$ cat src/rtl/clr_pkg.sv
// shared types and constants of the command line receiver
package clr_pkg;

	localparam int LINE_DEPTH_DEF = 32;
	localparam int MAX_ARGS_DEF = 4;

	localparam int BYTE_W = 8;
	localparam int TOKEN_W = 3;
	localparam int CFG_INDEX_W = 1;

	localparam logic [BYTE_W-1:0] CH_QUESTION = 8'h3F;
	localparam logic [BYTE_W-1:0] CH_BACKSPACE = 8'h08;
	localparam logic [BYTE_W-1:0] CH_RETURN = 8'h0D;
	localparam logic [BYTE_W-1:0] CH_NEWLINE = 8'h0A;
	localparam logic [BYTE_W-1:0] CH_PROMPT = 8'h3E;
	localparam logic [BYTE_W-1:0] CH_SPACE = 8'h20;

	localparam logic [CFG_INDEX_W-1:0] REG_ISP_ENTRY_ENABLED = 1'd0;
	localparam logic [CFG_INDEX_W-1:0] REG_COMMAND_HANDLER_PRESENT = 1'd1;

	localparam logic CMD_RX_BYTE = 1'b0;
	localparam logic CMD_CLEAR = 1'b1;

	typedef struct packed {
		logic              command;
		logic [BYTE_W-1:0] rx_byte;
	} in_t;

	typedef struct packed {
		logic               tx_valid;
		logic [BYTE_W-1:0]  tx_byte;
		logic               line_valid;
		logic [BYTE_W-1:0]  line_char;
		logic               separator;
		logic [TOKEN_W-1:0] token_index;
		logic               isp_request;
		logic               overflow_cleared;
		logic               last;
	} out_t;

	// controller to datapath
	typedef struct packed {
		logic take_item;
		logic rd_en;
		logic emit_echo;
		logic emit_newline;
		logic emit_char;
		logic emit_prompt;
	} cmd_t;

	// datapath to controller
	typedef struct packed {
		logic clear_cmd;
		logic is_return;
		logic handler;
		logic len_zero;
		logic char_end;
		logic char_final;
		logic slot_free;
	} sts_t;

endpackage

$ cat src/rtl/clr_ram.sv
// generic single write port ram with registered read
module clr_ram #(
	parameter int WIDTH = 8,
	parameter int DEPTH = 32
) (
	input  logic                     clk,
	input  logic                     we,
	input  logic [$clog2(DEPTH)-1:0] waddr,
	input  logic [WIDTH-1:0]         wdata,
	input  logic                     re,
	input  logic [$clog2(DEPTH)-1:0] raddr,
	output logic [WIDTH-1:0]         rdata
);

	logic [WIDTH-1:0] mem_q [DEPTH];

	always_ff @(posedge clk) begin
		if (we) begin
			mem_q[waddr] <= wdata;
		end
		if (re) begin
			rdata <= mem_q[raddr];
		end
	end

endmodule

$ cat src/rtl/clr_datapath.sv
// line store, position and token counters, config registers and result register
module clr_datapath #(
	parameter int LINE_DEPTH = clr_pkg::LINE_DEPTH_DEF,
	parameter int MAX_ARGS = clr_pkg::MAX_ARGS_DEF
) (
	input  logic                              clk,
	input  logic                              arst_n,
	input  clr_pkg::in_t                      in_data,
	input  logic                              cfg_valid,
	input  logic [clr_pkg::CFG_INDEX_W-1:0]   cfg_index,
	input  logic                              cfg_data,
	input  clr_pkg::cmd_t                     cmd,
	output clr_pkg::sts_t                     sts,
	output logic                              out_valid,
	input  logic                              out_ready,
	output clr_pkg::out_t                     out_data
);
	import clr_pkg::*;

	localparam int AW = $clog2(LINE_DEPTH);
	localparam int TW = $clog2(MAX_ARGS + 1);

	logic              isp_en_q;
	logic              handler_q;
	logic [AW-1:0]     pos_q;
	logic [AW-1:0]     len_q;
	logic [AW-1:0]     idx_q;
	logic [TW-1:0]     tok_q;
	logic [BYTE_W-1:0] byte_q;
	logic              ovf_q;
	logic              out_valid_q;
	out_t              out_q;

	logic              ovf_now;
	logic [AW-1:0]     eff_pos;
	logic              store_we;
	logic [BYTE_W-1:0] rd_char;
	logic              is_space;
	logic [TW-1:0]     tok_nx;
	logic              slot_free;
	out_t              res;

	assign ovf_now = (pos_q >= AW'(LINE_DEPTH - 1));
	assign eff_pos = ovf_now ? '0 : pos_q;
	assign store_we = cmd.take_item && (in_data.command == CMD_RX_BYTE)
		&& (in_data.rx_byte != CH_BACKSPACE) && (in_data.rx_byte != CH_RETURN);

	clr_ram #(
		.WIDTH(BYTE_W),
		.DEPTH(LINE_DEPTH)
	) u_store (
		.clk  (clk),
		.we   (store_we),
		.waddr(eff_pos),
		.wdata(in_data.rx_byte),
		.re   (cmd.rd_en),
		.raddr(idx_q),
		.rdata(rd_char)
	);

	assign is_space = (rd_char == CH_SPACE);
	assign tok_nx = is_space ? tok_q + TW'(1) : tok_q;
	assign slot_free = !out_valid_q || out_ready;

	assign sts.clear_cmd = (in_data.command == CMD_CLEAR);
	assign sts.is_return = (byte_q == CH_RETURN);
	assign sts.handler = handler_q;
	assign sts.len_zero = (len_q == '0);
	assign sts.char_end = (rd_char == '0) || (is_space && (tok_q >= TW'(MAX_ARGS)));
	assign sts.char_final = (idx_q == len_q - AW'(1));
	assign sts.slot_free = slot_free;

	always_comb begin
		res = '0;
		if (cmd.emit_echo) begin
			res.tx_valid = 1'b1;
			res.tx_byte = byte_q;
			res.isp_request = (byte_q == CH_QUESTION) && isp_en_q;
			res.overflow_cleared = ovf_q;
			res.last = (byte_q != CH_RETURN);
		end else if (cmd.emit_newline) begin
			res.tx_valid = 1'b1;
			res.tx_byte = CH_NEWLINE;
			res.last = !handler_q;
		end else if (cmd.emit_char) begin
			res.line_valid = 1'b1;
			res.line_char = is_space ? '0 : rd_char;
			res.separator = is_space;
			res.token_index = TOKEN_W'(tok_nx);
		end else if (cmd.emit_prompt) begin
			res.tx_valid = 1'b1;
			res.tx_byte = CH_PROMPT;
			res.last = 1'b1;
		end
	end

	always_ff @(posedge clk or negedge arst_n) begin
		if (!arst_n) begin
			isp_en_q <= 1'b1;
			handler_q <= 1'b0;
			pos_q <= '0;
			out_valid_q <= 1'b0;
		end else begin
			if (cfg_valid) begin
				if (cfg_index == REG_ISP_ENTRY_ENABLED) begin
					isp_en_q <= cfg_data;
				end else if (cfg_index == REG_COMMAND_HANDLER_PRESENT) begin
					handler_q <= cfg_data;
				end
			end
			if (cmd.take_item) begin
				if (in_data.command == CMD_CLEAR) begin
					pos_q <= '0;
				end else if (in_data.rx_byte == CH_BACKSPACE) begin
					pos_q <= (eff_pos == '0) ? '0 : eff_pos - AW'(1);
				end else if (in_data.rx_byte == CH_RETURN) begin
					pos_q <= '0;
				end else begin
					pos_q <= eff_pos + AW'(1);
				end
			end
			if (cmd.emit_echo || cmd.emit_newline || cmd.emit_char || cmd.emit_prompt) begin
				out_valid_q <= 1'b1;
			end else if (out_ready) begin
				out_valid_q <= 1'b0;
			end
		end
	end

	always_ff @(posedge clk) begin
		if (cmd.take_item) begin
			byte_q <= in_data.rx_byte;
			ovf_q <= ovf_now;
			len_q <= eff_pos;
			idx_q <= '0;
			tok_q <= '0;
		end else if (cmd.emit_char) begin
			idx_q <= idx_q + AW'(1);
			tok_q <= tok_nx;
		end
		if (cmd.emit_echo || cmd.emit_newline || cmd.emit_char || cmd.emit_prompt) begin
			out_q <= res;
		end
	end

	assign out_valid = out_valid_q;
	assign out_data = out_q;

endmodule

$ cat src/rtl/clr_controller.sv
// sequencing state machine of the command line receiver
module clr_controller (
	input  logic          clk,
	input  logic          arst_n,
	input  logic          in_valid,
	output logic          in_ready,
	input  clr_pkg::sts_t sts,
	output clr_pkg::cmd_t cmd
);
	import clr_pkg::*;

	typedef enum logic [5:0] {
		ST_IDLE    = 6'b000001,
		ST_ECHO    = 6'b000010,
		ST_NEWLINE = 6'b000100,
		ST_READ    = 6'b001000,
		ST_WALK    = 6'b010000,
		ST_PROMPT  = 6'b100000
	} state_t;

	state_t state_q;
	state_t state_d;

	always_comb begin
		state_d = state_q;
		cmd = '0;
		in_ready = 1'b0;
		case (state_q)
			ST_IDLE: begin
				in_ready = 1'b1;
				if (in_valid) begin
					cmd.take_item = 1'b1;
					if (!sts.clear_cmd) begin
						state_d = ST_ECHO;
					end
				end
			end
			ST_ECHO: begin
				if (sts.slot_free) begin
					cmd.emit_echo = 1'b1;
					state_d = sts.is_return ? ST_NEWLINE : ST_IDLE;
				end
			end
			ST_NEWLINE: begin
				if (sts.slot_free) begin
					cmd.emit_newline = 1'b1;
					if (!sts.handler) begin
						state_d = ST_IDLE;
					end else if (sts.len_zero) begin
						state_d = ST_PROMPT;
					end else begin
						state_d = ST_READ;
					end
				end
			end
			ST_READ: begin
				cmd.rd_en = 1'b1;
				state_d = ST_WALK;
			end
			ST_WALK: begin
				if (sts.char_end) begin
					state_d = ST_PROMPT;
				end else if (sts.slot_free) begin
					cmd.emit_char = 1'b1;
					state_d = sts.char_final ? ST_PROMPT : ST_READ;
				end
			end
			ST_PROMPT: begin
				if (sts.slot_free) begin
					cmd.emit_prompt = 1'b1;
					state_d = ST_IDLE;
				end
			end
			default: begin
				state_d = ST_IDLE;
			end
		endcase
	end

	always_ff @(posedge clk or negedge arst_n) begin
		if (!arst_n) begin
			state_q <= ST_IDLE;
		end else begin
			state_q <= state_d;
		end
	end

endmodule

$ cat src/rtl/command_line_receiver.sv
// Serial console line editor: echoes every received byte, edits a line store of
// LINE_DEPTH bytes and, on carriage return, sends newline and, with a handler,
// the tokenized line and a '>' prompt. One input transfer is taken at a time. A
// clear command is taken without leaving the idle state; an ordinary byte is
// taken and its echo then loaded into the output register once the output slot
// is free. With a handler, the line walk issues one line store read per stored
// character and emits the character from its registered data. The store is
// cleared by resetting its fill count, so no clearing pass follows reset. Output
// back pressure stalls the sequence. Configuration writes are always taken.
module command_line_receiver #(
	parameter int LINE_DEPTH = clr_pkg::LINE_DEPTH_DEF,
	parameter int MAX_ARGS = clr_pkg::MAX_ARGS_DEF
) (
	input  logic                              clk,
	input  logic                              arst_n,
	input  logic                              in_valid,
	output logic                              in_ready,
	input  clr_pkg::in_t                      in_data,
	output logic                              out_valid,
	input  logic                              out_ready,
	output clr_pkg::out_t                     out_data,
	input  logic                              cfg_valid,
	output logic                              cfg_ready,
	input  logic [clr_pkg::CFG_INDEX_W-1:0]   cfg_index,
	input  logic                              cfg_data
);
	import clr_pkg::*;

	cmd_t cmd;
	sts_t sts;

	assign cfg_ready = 1'b1;

	clr_controller u_ctrl (
		.clk     (clk),
		.arst_n  (arst_n),
		.in_valid(in_valid),
		.in_ready(in_ready),
		.sts     (sts),
		.cmd     (cmd)
	);

	clr_datapath #(
		.LINE_DEPTH(LINE_DEPTH),
		.MAX_ARGS  (MAX_ARGS)
	) u_dp (
		.clk      (clk),
		.arst_n   (arst_n),
		.in_data  (in_data),
		.cfg_valid(cfg_valid),
		.cfg_index(cfg_index),
		.cfg_data (cfg_data),
		.cmd      (cmd),
		.sts      (sts),
		.out_valid(out_valid),
		.out_ready(out_ready),
		.out_data (out_data)
	);

endmodule

$ cat config.mk
export PLATFORM = sky130hd
export DESIGN_NAME = command_line_receiver
export DESIGN_NICKNAME = d
export VERILOG_FILES = /design/src/rtl/clr_pkg.sv /design/src/rtl/clr_ram.sv /design/src/rtl/clr_datapath.sv /design/src/rtl/clr_controller.sv /design/src/rtl/command_line_receiver.sv
export SDC_FILE = /design/constraint.sdc
export NUM_CORES = 1
export LEC_CHECK = 0
export ABC_AREA = 0
export BUFFER_PORTS_ARGS = -buffer_cell sky130_fd_sc_hd__buf_2
export CELL_PAD_IN_SITES_DETAIL_PLACEMENT = 0
export CELL_PAD_IN_SITES_GLOBAL_PLACEMENT = 2
export CORE_ASPECT_RATIO = 1.4
export CORE_MARGIN = 2
export CORE_UTILIZATION = 48
export CTS_BUF_LIST = sky130_fd_sc_hd__clkbuf_16
export CTS_CLUSTER_SIZE = 24
export DETAILED_ROUTE_END_ITERATION = 6
export PLACE_DENSITY_LB_ADDON = 0.08
export SLEW_MARGIN = 10
export SYNTH_ARGS = -nofsm -noshare
export SYNTH_HDL_FRONTEND = slang
export SYNTH_SLANG_ARGS = --single-unit
$ cat constraint.sdc
create_clock -name clk -period 3.2 [get_ports clk]
set_clock_uncertainty 0.1 [all_clocks]
set_input_delay 0.64 -clock clk [delete_from_list [all_inputs] [get_ports clk]]
set_output_delay 0.64 -clock clk [all_outputs]
set_load 0.1 [all_outputs]
-- Yosys cells after proc, flatten, opt, wreduce, memory -nomap -nowiden
Memory sizes are Yosys's and may differ from the RTL's. A register that Yosys moved wholly into a read port is not among the register bits.
Cells that the tools add are included.
- bits in registers: 61
- memory bits (writable): 256
- bits of input ports: 16
- output and inout port bits: 28
- memories: 1
- add/sub/neg operators: 5
- magnitude comparators: 2
- eq/ne operators: 21
- mux-type cells: 42
- bitwise operators: 3
- reductions and logical operators: 22
- memory list (name ; words ; bits a word ; rd ports ; clocked after Yosys merged registers in ; write ports ; line ; source):
    u_dp.u_store.mem_q ; 32 ; 8 ; 1 ; 1 ; 1 ; clr_ram.sv:15 ; logic [WIDTH-1:0] mem_q [DEPTH];
- operators by type and width (kind ; count):
    $mux W6 ; 10
    $pmux W6 S6 ; 1
    $mux W5 ; 5
    $eq A8 B4 Y1 const B ; 3
    $mux W8 ; 3
    $ne A8 B4 Y1 const B ; 3
    $mux W1 ; 18
    $mux W9 ; 2
    $eq A8 B6 Y1 const B ; 2
    $mux W13 ; 1
    $add A5 B1 Y5 const B ; 2
    $logic_not A5 Y1 ; 2
    $sub A5 B1 Y5 const B ; 2
    $logic_not A8 Y1 ; 1
    $eq A6 B1 Y1 const B ; 1
    $eq A6 B2 Y1 const B ; 1
    $eq A6 B3 Y1 const B ; 1
    $eq A6 B4 Y1 const B ; 1
    $eq A6 B5 Y1 const B ; 1
    $eq A6 B6 Y1 const B ; 1
    $mux W3 ; 2
    $ne A2 B1 Y1 const B ; 3
    $reduce_and A6 Y1 ; 1
    $eq A5 B5 Y1 ; 1
    other kinds (14) ; 27

-- Depth between registers and ports, before layout
Gate-level depths: netlist (run 1).
- depth after elaboration: 8
- depth in mapped cells: 10
- gate-level depth less buffers: 10

-- By module
A second synthesis (run 1) with hierarchy kept.
- cell total of the unflattened synthesis: 714
- area, all modules: 13345.3 um^2
- by module, submodules not included (module ; instances ; cells each ; area an instance (um^2)):
    clr_ram ; 1 ; 417 ; 10133.5
    clr_datapath ; 1 ; 234 ; 2710.1
    clr_controller ; 1 ; 61 ; 490.5
    command_line_receiver ; 1 ; 2 ; 11.3

-- Least setup slack after synthesis (run 1)
Ideal clock, no wire load.
- kind: flip-flop to flip-flop
- start: register u_ctrl.state_q[0]
- end: register u_dp.pos_q[3]
- arrival time: 2.584 ns
- data required time: 2.981 ns
- setup slack: 0.397 ns
- stages on the path, launching flop included: 9
- clock period less this slack: 2.803 ns
- cells stage by stage: dfstp_2 > clkbuf_1 > nor2b_1 > and2_1 > nand2_1 > inv_2 > nand2_1 > a21oi_1 > nor2_1
- longest elaborated chain between the ends: 2
- ends and longest elaborated chain (item ; line ; source):
    start, declared ; clr_controller.sv:21 ; state_t state_q;
    start signal, assigned ; clr_controller.sv:84 ; state_q <= state_d;
    $eq A6 B1 Y1 ; clr_controller.sv:28 ; case (state_q)
    $mux W1 ; clr_controller.sv:28 ;
    end signal, assigned ; clr_datapath.sv:115 ; pos_q <= (eff_pos == '0) ? '0 : eff_pos - AW'(1);
    end signal, assigned ; clr_datapath.sv:119 ; pos_q <= eff_pos + AW'(1);
    end, declared ; clr_datapath.sv:25 ; logic [AW-1:0] pos_q;
No other way between the ends.
A chain may end at the register's enable or synchronous reset.

-- Worst setup path in the final report (run 1)
- start: register u_dp.pos_q[1]
- end: memory u_dp.u_store.mem_q[23][6], enable pin
- longest elaborated chain between the ends: 2
- ends and longest elaborated chain (item ; line ; source):
    $ge A5 B5 Y1 ; clr_datapath.sv:43 ; assign ovf_now = (pos_q >= AW'(LINE_DEPTH - 1));
    $mux W5 (*) ; clr_datapath.sv:44 ; assign eff_pos = ovf_now ? '0 : pos_q;
    net u_dp.eff_pos[1] ; clr_datapath.sv:35 ; logic [AW-1:0] eff_pos;
    end, declared ; clr_ram.sv:15 ;
Mark *: on every way through the listed nets, which the timed path passes. The rest lies on a longest branch.

==> metrics.txt, run 1 <==
reg-to-reg startpoint u_dp.pos_q[1]; Yosys top cell by area edfxtp_1; initial core utilization around 48%; Worst Hold Path Cells 2; top cells by area, synth edfxtp_1 69%, mux4_2 12%, dfrtp_1 2.3%; Port Buf Inserts 42; HP Start cfg_data; pwr dens between 600 and 700 nW/um2; Crit Path Class reg -> reg; core area around 27000 um2; Setup Fix Bufs, Post-CTS 0; Tightest Pin Transition ~1.1 ns; row count between 70 and 80; Max VDD drop about 0.42 mV; DRC viols 0; Final GP Congestion 0.843; number of synthesis warnings 0; Num CTS Buffers 30; Max Slew Vio Count 0; synthesized area 13300 um2; overall power 9.65 mW; Unique masters post-synth 66; area occupied by multi-input gates approximately 3400 um2; Final Setup Violations 0; CP Cell Sequence ha_1, a21oi_1, o21ai_0, inv_1, ha_1, nand2_1, buf_12, nor2_1; Worst Path Max Fanout 9; RSZ-0062 raised after global routing false; R2R Path End u_dp.u_store.mem_q[23][6]; Req. time, crit path between 3 and 4 ns; cell mode on critical path ha_1; total routed wirelength about 32000 um; Final min period approximately 2.9 ns; first-pass GRT wire length around 47000 um; Hold WS 0.216 ns; area growth from synthesis to layout 13.7%; Inserted Diodes 0; sequential cell area roughly 9600 um2; HPWL after detailed placement 21200 um; clock root buffer clkbuf_16; Async SR Flop Fraction under 10%; Slew HR between 20 and 30%; Die ar. just under 30000 um2; leading cell type in the layout, fill and taps excluded edfxtp_1; Top FF cell, synth edfxtp_1; synthesized area per cell roughly 18 um2; most used routing layer in global routing met2; slowest stage delay, CP 0.54 ns; CTS Buffer Depth 3; R2R depth 8; largest net degree at the start of global routing 58; Hold EP u_dp.isp_en_q; Critical Path End Type flop; Core Util, Final 55.1%; via count 7024; IO Pins 44; DR iter-0 viols 585; remaining global-route overflow 0; nets roughly 830; GRT met1 Usage between 20% and 30%; status finished clean; DR WL/cell between 20 and 30 um; Die Span Y ~200 um; Clock Latency Late Sink between 0.5 and 0.6 ns; clock sinks 325; fmax roughly 350 MHz; number of synthesized flops with an enable pin about 300; Final ANT Viol Nets 0; CTS tree yes; vias in the first global route 7178; Fin. Hold Viols 0; met3 GRT Util between 3 and 4%; Post-Syn Nets 758; Mapped Cells about 730; setup TNS 0 ns; Via density 5.84; startpoint types flop; WP data arrival 2.96 ns; Die Wd between 100 and 150 um; Final Cycle Share between 80% and 90%; commonest cells after routing, fill and taps aside 303 x edfxtp_1, 72 x mux4_2, 52 x nor2_1; initial antenna violation count 0; Pleak approximately 5 nW; fillers 2197; area share of the largest cell type after synthesis 68.6%; met2 Usage GRT just under 40%; clock transition at the registers of the reported paths approximately 0.060 ns; Synth Register Bits between 300 and 400; H-tree levels 1; GRT Total Usage roughly 23%; layout cells sized above 1 about a quarter; worst hold-check path type in -> reg; total of max-cap violations 0; DR pass1 iterations 5; R2R Setup Slk roughly 0.34 ns; post-synthesis sequential area ratio between 70 and 80%; Crit-path slowest cell nor2_1
-- critical path: cells and delay by family, from the launching register on --
family	cells	cell delay [ns]
AOI/OAI and AO/OA	2	0.47
and+or+nand+nor	2	0.65
buffers and inverters	2	0.32
adders and majority gates	2	0.45
DFF	1	0.46
-- timing repair --
action,4_1_cts,5_1_grt
hold endpoints to repair,12,0
resized for setup,0,0
hold buffers,1,0
-- synth_stat cells, types with 3 or more instances --
| cell type | number |
|---|---|
| or4_1 | 3 |
| or3b_2 | 3 |
| ha_1 | 8 |
| clkbuf_1 | 19 |
| a22o_1 | 3 |
| a21o_1 | 6 |
| nor3_1 | 10 |
| buf_6 | 5 |
| xor2_1 | 7 |
| nor2b_1 | 6 |
| buf_1 | 5 |
| dfrtp_1 | 12 |
| nor2_1 | 53 |
| xnor2_1 | 7 |
| nand2_1 | 43 |
| dfxtp_1 | 8 |
| and2_1 | 12 |
| a21oi_1 | 11 |
| mux4_2 | 72 |
| buf_2 | 4 |
| edfxtp_1 | 303 |
| nand2b_1 | 6 |
| o21a_1 | 10 |
| inv_1 | 8 |
| nand3_1 | 14 |
| mux2i_1 | 11 |
| inv_2 | 3 |
| buf_4 | 4 |
| a32oi_1 | 8 |
| o21ai_0 | 11 |
| o211ai_1 | 3 |
| and3_1 | 6 |
| nand4_1 | 5 |
| nor4_1 | 4 |
-- area by class of cell --
type,count,area share [%]
sequential,325,63.7
timing repair buffer,80,3.47
multi-input combinational,361,22.7
tap,370,3.07
inverter,11,0.274
clock inverter,24,1.64
clock buffer,31,5.14
-- how the worst max path moves through the flow --
stage / start / to / slack [ns] / cells past startpoint
4_1_cts: u_ctrl.state_q[2] / in_ready / 0.32 / 3
3_3_place_gp: u_dp.pos_q[1] / u_dp.u_store.mem_q[3][4] / 0.42 / 8
5_1_grt: u_dp.pos_q[1] / u_dp.u_store.mem_q[3][6] / 0.09 / 8
6_report: u_dp.pos_q[1] / u_dp.u_store.mem_q[23][6] / 0.34 / 8
2_1_floorplan: u_ctrl.state_q[0] / u_dp.pos_q[3] / 0.40 / 8
3_5_place_dp: u_dp.pos_q[1] / u_dp.u_store.mem_q[3][6] / 0.38 / 8
-- stage by stage --
| step | setup WS [ns] | cells | cell area, um2 |
|---|---|---|---|
| after floorplan | 0.397 | 734 | 13300 |
| after global placement | 0.420 | 1146 | 14100 |
| after detailed placement | 0.375 | 1146 | 14100 |
| after CTS | 0.323 | 1202 | 15100 |
| after global routing | 0.0938 | 1202 | 15100 |
| final | 0.338 | 1202 | 15100 |
-- report_power, final --
group	switching [mW]	total, mW	internal (mW)
sequential	0.0968	4.91	4.81
combinational	0.755	1.05	0.296
clock	1.54	3.70	2.16
-- state kept, by name, indices dropped and copies added, names as in the netlist, 3 cells and up --
register            cells
u_dp.pos_q              5
u_dp.out_data          25
u_ctrl.state_q          6
u_dp.len_q              5
u_dp.byte_q             8
u_dp.tok_q              3
u_dp.idx_q              5
u_dp.u_store.mem_q    256
u_dp.u_store.rdata      8
-- routing by layer --
layer | part of all wire, % | routed length, um
met1 | 38 | 12300
met2 | 52 | 16600
met3 | 5.7 | 1820
met4 | 4.4 | 1410
met5 | 0 | 0
-- logic make-up (layout without fill, tap and decap cells) --
logic type               after synthesis  count (layout)  share of synthesized area [%]
flip-flops                           325             325                           72.5
AO/OA/AOI/OAI                         71              71                           3.85
other                                  1               1                         0.0283
XOR/XNOR                              14              14                          0.924
buffers and inverters                 48             146                           1.79
AND/OR/NAND/NOR                      182             182                           6.98
multiplexers                          85              85                           13.2
adder cells (fa/ha/maj)                8               8                          0.755
Power figures use the tool's default switching activity.
==> run 2, diff against run 1 <==
--- a/config.mk
+++ b/config.mk
@@ -19,4 +19,5 @@
 export SLEW_MARGIN = 10
 export SYNTH_ARGS = -nofsm -noshare
 export SYNTH_HDL_FRONTEND = slang
+export SYNTH_HIERARCHICAL = 1
 export SYNTH_SLANG_ARGS = --single-unit
==> run 2 against run 1 <==
Non-clock buffer count is 5 higher. Highest routed layer unchanged. Synthesized area is 0.59% higher. Wire length is 8.9% lower. Via count is 2.9% lower. Sequential cell count stayed put. Synthesized cell count is 2.7% lower.
==> metrics.txt, run 2 <==
initial antenna violation count 0 (unchanged); Pleak 4.98 nW (-0.96%); Port Buf Inserts 42 (unchanged); pre-CTS worst setup slack -0.0320 ns (-0.407 ns); Die Span Y 201 um (+0.29%); DR pass1 iterations 5 (unchanged); CTS tree yes; number of synthesized flops with an enable pin 303 (unchanged); remaining global-route overflow 0 (unchanged); synthesized area per cell 18.7 um2 (+3.4%); Final min period 3.07 ns (+0.204 ns); Final GP Congestion 0.899 (+6.8%); post-synthesis sequential area ratio 72.0% (-0.43 points); Tightest Pin Transition 0.926 ns (-0.166 ns); Slew HR 37.7% (+11 points); startpoint types flop; Die ar. 29200 um2 (+0.58%); RSZ-0062 raised after global routing true; Final Setup Violations 0 (unchanged); number of synthesis warnings 6 (+6); HP Start in_data[8]; core area 27500 um2 (+0.33%); clock sinks 325 (unchanged); area growth from synthesis to layout 14.1%; setup TNS 0 ns (unchanged); Core Util, Final 55.4% (+0.31 points); clock root buffer clkbuf_16; fin worst setup slack 0.134 ns (-0.204 ns); Crit Path Class reg -> reg; Inserted Diodes 0 (unchanged); most frequent cells after synthesis 303 x edfxtp_1, 80 x mux4_2, 57 x nor2_1, 24 x nand2_1, 15 x a21oi_1; pwr dens 623 nW/um2 (-2.6%); commonest cells after routing, fill and taps aside 303 x edfxtp_1, 80 x mux4_2, 54 x nor2_1; CTS Buffer Depth 3 (unchanged); largest net degree at the start of global routing 38 (-34%); row count 72 (unchanged); Fin. Hold Viols 0 (unchanged); DR iter-0 viols 485 (-17%); Hold EP u_dp/pos_q[3]; H-tree levels 1 (unchanged); layout cells sized above 1 31.0% (+4.8 points); max reg flops 256 (unchanged); Post-Syn Nets 736 (-2.9%); clock transition at the registers of the reported paths 0.06 ns (about the same); Max Slew Vio Count 0 (unchanged); via count 6822 (-2.9%); first-pass GRT wire length 44500 um (-5.5%); DRC viols 0 (unchanged); GRT met1 Usage 25.4% (-3.8 points); register bank with the most flops u_dp/u_store/mem_q; top cells by area, synth edfxtp_1 68%, mux4_2 14%, dfrtp_1 2.3%; Setup Fix Bufs, Post-CTS 0 (unchanged); DR WL/cell 24.5 um (-8.0%); Critical Path End Type flop; HPWL after detailed placement 19500 um (-8.0%); Final ANT Viol Nets 0 (unchanged); R2R depth 7 (-1); Req. time, crit path 3.30 ns (about the same); IO Pins 44 (unchanged); leading cell type in the layout, fill and taps excluded edfxtp_1; most used routing layer in global routing met2; reg-to-reg startpoint u_ctrl/state_q[0]; fmax 326 MHz (-6.7%); Max VDD drop 0.428 mV (+2.1%); Worst Hold Path Cells 2 (unchanged); Top FF cell, synth edfxtp_1; Unique masters post-synth 70 (+6.1%); Via density 5.73 (-1.9%); Die Wd 145 um (+0.29%); synthesized area 13300 um2 (+0.59%); area share of the largest cell type after synthesis 68.2% (-0.41 points); R2R Setup Slk 0.13 ns (-0.20 ns); Yosys top cell by area edfxtp_1; vias in the first global route 7178 (unchanged); Async SR Flop Fraction 4.31% (unchanged); worst hold-check path type in -> reg; Mapped Cells 714 (-2.7%); initial core utilization 48.6% (+0.13 points); Num CTS Buffers 31 (+3.3%); total of max-cap violations 0 (unchanged); WP data arrival 3.17 ns (+0.21 ns); Hold WS 0.200 ns (-0.0163 ns); GRT Total Usage 20.5% (-2.3 points); Clock Latency Late Sink 0.57 ns (about the same); Worst Path Max Fanout 8 (-1); R2R Path End u_dp/u_store/mem_q[8][4]; total routed wirelength 29200 um (-8.9%); met2 Usage GRT 35.8% (-2.8 points); met3 GRT Util 2.95% (-0.22 points); Synth Register Bits 325 (unchanged); count leader, synth edfxtp_1; nets 817 (-1.9%); status finished clean; Final Cycle Share 95.8% (+6.4 points)
-- run 2: kinds of logic after synthesis --
kind of cell	after synthesis	share of synthesized area (%)
xor gates and xnor gates	18	1.18
and+or+nand+nor	170	7.13
AOI/OAI and AO/OA	48	2.63
other	1	0.0281
adders and majority gates	6	0.563
muxes	92	14.5
DFF	325	72.0
buffers and inverters	54	1.94
-- run 2: worst max path at each step --
| stage | start | end | slack, ns |
|---|---|---|---|
| 6_report | u_ctrl/state_q[0] | u_dp/u_store/mem_q[8][4] | 0.13 |
| 5_1_grt | u_ctrl/state_q[0] | u_dp/u_store/mem_q[24][0] | -0.01 |
| 3_3_place_gp | in_data[0] | u_dp/u_store/mem_q[28][3] | 0.07 |
| 3_5_place_dp | in_data[0] | u_dp/u_store/mem_q[28][6] | -0.03 |
| 4_1_cts | u_ctrl/state_q[0] | u_dp/u_store/mem_q[28][3] | 0.05 |
| 2_1_floorplan | u_ctrl/state_q[0] | u_dp/u_store/mem_q[12][0] | -0.12 |
-- run 2: routing by layer --
layer | part of all wire (%) | routed length [um]
met1 | 39 | 11300
met2 | 52 | 15100
met3 | 5.0 | 1460
met4 | 4.5 | 1310
met5 | 0 | 0
-- run 2: final cells by class --
cell class,count,area (um2)
inverters,17,63.8
clock inverters,27,240
flip-flops and latches,325,9620
multi-input cells,335,3490
fillers,2149,12300
well taps,370,463
clock buffers,31,776
repair buffers,85,573
-- run 2: worst max-delay path, cell delays in order (launching register included) --
cell,delay [ns]
dfstp_2,0.60
and2b_1,0.15
and3_1,0.17
and2_2,0.16
nand2b_1,0.14
nor2_1,0.17
or3b_2,0.63
nor2_1,0.58
-- run 2: stage by stage --
stage | power [mW] | instances | cell area, um2
3_3_place_gp | 5.95 | 1131 | 14200
2_1_floorplan | 5.63 | 714 | 13300
5_1_grt | 9.83 | 1190 | 15200
3_5_place_dp | 5.96 | 1131 | 14200
6_report | 9.49 | 1190 | 15200
4_1_cts | 9.59 | 1190 | 15200
-- run 2: report_power, final --
| part | switching (mW) | internal, mW | total, mW |
|---|---|---|---|
| clock | 1.53 | 2.09 | 3.62 |
| combinational | 0.697 | 0.295 | 0.992 |
| sequential | 0.0759 | 4.80 | 4.88 |
| total | 2.30 | 7.18 | 9.49 |
-- run 2: repair_timing --
item / 4_1_cts / 5_1_grt
endpoints found under the setup margin: 0 / 16
gates resized for setup: 0 / 3
hold buffers: 1 / 0
hold endpoints to repair: 12 / 0
==> run 3, diff against run 2 <==
--- a/config.mk
+++ b/config.mk
@@ -16,6 +16,7 @@
 export CTS_CLUSTER_SIZE = 24
 export DETAILED_ROUTE_END_ITERATION = 6
 export PLACE_DENSITY_LB_ADDON = 0.08
+export RECOVER_POWER = 100
 export SLEW_MARGIN = 10
 export SYNTH_ARGS = -nofsm -noshare
 export SYNTH_HDL_FRONTEND = slang
==> run 3 against run 2 <==
The run now ends with max-capacitance violations, max-slew violations left. Die area unchanged. Worst hold slack got worse by 0.0025 ns. Wire length increased by 0.47%. Setup slack got worse by 0.057 ns. Critical path depth unchanged. Largest cell class unchanged. Highest routed layer unchanged.
==> metrics.txt, run 3 (synthesis gave the netlist of run 2 again) <==
Tightest Pin Transition 1.89 ns (+0.962 ns); Final Setup Violations 0 (unchanged); Worst Path Max Fanout 8 (unchanged); HP Start in_data[8]; Final Cycle Share 97.6% (+1.8 points); RSZ-0062 raised after global routing true; remaining global-route overflow 0 (unchanged); initial antenna violation count 0 (unchanged); Die ar. 29200 um2 (unchanged); Crit Path Class reg -> reg; clock root buffer clkbuf_16; R2R Setup Slk 0.08 ns (-0.06 ns); R2R Path End u_dp/u_store/mem_q[8][3]; CTS Buffer Depth 3 (unchanged); fillers 2186 (+1.7%); setup TNS 0 ns (unchanged); Post-Place Cell Area 14200 um2 (unchanged); DR pass1 iterations 5 (unchanged); nets 817 (unchanged); Clock Latency Late Sink 0.57 ns (about the same); HPWL after detailed placement 19500 um (unchanged); row count 72 (unchanged); core area 27500 um2 (unchanged); area growth from synthesis to layout 13.0%; DR WL/cell 24.6 um (+0.47%); CTS tree yes; Fin. Hold Viols 0 (unchanged); clock transition at the registers of the reported paths 0.06 ns (about the same); IO Pins 44 (unchanged); failing checks max-capacitance violations, max-slew violations; Inserted Diodes 0 (unchanged); overall power 9.47 mW (-0.13%); startpoint types flop; Via density 5.74 (about the same); Final min period 3.12 ns (+0.0572 ns); fin worst setup slack 0.0765 ns (-0.0572 ns); vias in the first global route 7178 (unchanged); Die Wd 145 um (unchanged); reg-to-reg startpoint u_ctrl/state_q[0]; worst hold-check path type in -> reg; placed insts 1131 (unchanged); Max Slew Vio Count 212 (+212); register bank with the most flops u_dp/u_store/mem_q; pre-CTS worst setup slack -0.0320 ns (unchanged); initial core utilization 48.6% (unchanged); DR iter-0 viols 451 (-7.0%); leading cell type in the layout, fill and taps excluded edfxtp_1; total routed wirelength 29300 um (+0.47%); Final Instance Area 15100 um2 (-0.91%); H-tree levels 1 (unchanged); DRC viols 0 (unchanged); Req. time, crit path 3.30 ns (about the same); layout cells sized above 1 24.4% (-6.6 points); max reg flops 256 (unchanged); Die Span Y 201 um (unchanged); R2R depth 7 (unchanged); via count 6828 (+0.088%); Slew HR -25.8% (-64 points); Max VDD drop 0.430 mV (+0.45%); Final GP Congestion 0.899 (unchanged); Critical Path End Type flop; first-pass GRT wire length 44500 um (unchanged); fmax 320 MHz (-1.8%); Port Buf Inserts 42 (unchanged); commonest cells after routing, fill and taps aside 303 x edfxtp_1, 80 x mux4_2, 54 x nor2_1; clock sinks 325 (unchanged); total of max-cap violations 6 (+6); fin cells 1190 (unchanged); status finished with violations; Hold EP u_dp/pos_q[3]; WP data arrival 3.22 ns (+0.05 ns); Num CTS Buffers 31 (unchanged); GRT Total Usage 20.5% (unchanged); pwr dens 628 nW/um2 (+0.79%); Worst Hold Path Cells 2 (unchanged); Final ANT Viol Nets 0 (unchanged); largest net degree at the start of global routing 38 (unchanged); Setup Fix Bufs, Post-CTS 0 (unchanged); Pleak 4.83 nW (-3.1%)
[run 3: what timing repair did]
item	4_1_cts	5_1_grt
hold endpoints to repair	12	0
hold buffers	1	0
resized for setup	0	3
endpoints found under the setup margin	0	16
[run 3: cell type report]
type                       instances  area [um2]  area share, %
sequential                       325        9610           63.7
clock buffer                      31         776           5.14
clock inverter                    27         240           1.59
inverter                          17        63.8          0.423
timing repair buffer              85         449           2.98
multi-input combinational        335        3480           23.1
tap                              370         463           3.07
[run 3: power breakdown]
part	leakage, nW	total, mW	internal [mW]	switching, mW
Combinational	1.34	0.967	0.271	0.697
Sequential	2.98	4.88	4.81	0.0762
Clock	0.506	3.62	2.09	1.54
[run 3: metrics by stage]
stage	hold slack, ns	utilization (%)
3_3_place_gp	0.382	51.6
4_1_cts	0.184	55.4
3_5_place_dp	0.401	51.6
2_1_floorplan	0.244	-
6_report	0.197	54.9
5_1_grt	0.189	54.9
[run 3: worst max-delay path: stages (launching register included)]
cell      delay, ns
dfstp_2        0.60
and2b_1        0.15
and3_1         0.17
and2_2         0.16
nand2b_1       0.13
nor2_1         0.19
or3b_2         0.64
nor2_1         0.61
[run 3: worst max path at each step]
stage                            from                        end  slack, ns
finish              u_ctrl/state_q[0]   u_dp/u_store/mem_q[8][3]       0.08
CTS                 u_ctrl/state_q[0]  u_dp/u_store/mem_q[28][3]       0.05
detailed placement         in_data[0]  u_dp/u_store/mem_q[28][6]      -0.03
floorplan           u_ctrl/state_q[0]  u_dp/u_store/mem_q[12][0]      -0.12
global route        u_ctrl/state_q[0]  u_dp/u_store/mem_q[24][0]      -0.01
global placement           in_data[0]  u_dp/u_store/mem_q[28][3]       0.07
[run 3: per-layer routing]
metal	vias to the layer above	GRT usage [%]	share of wire, %
li1	3010	-	-
met1	3582	25.4	40
met2	170	35.8	51
met3	66	2.95	4.1
met4	0	9.23	4.6
met5	-	0	0
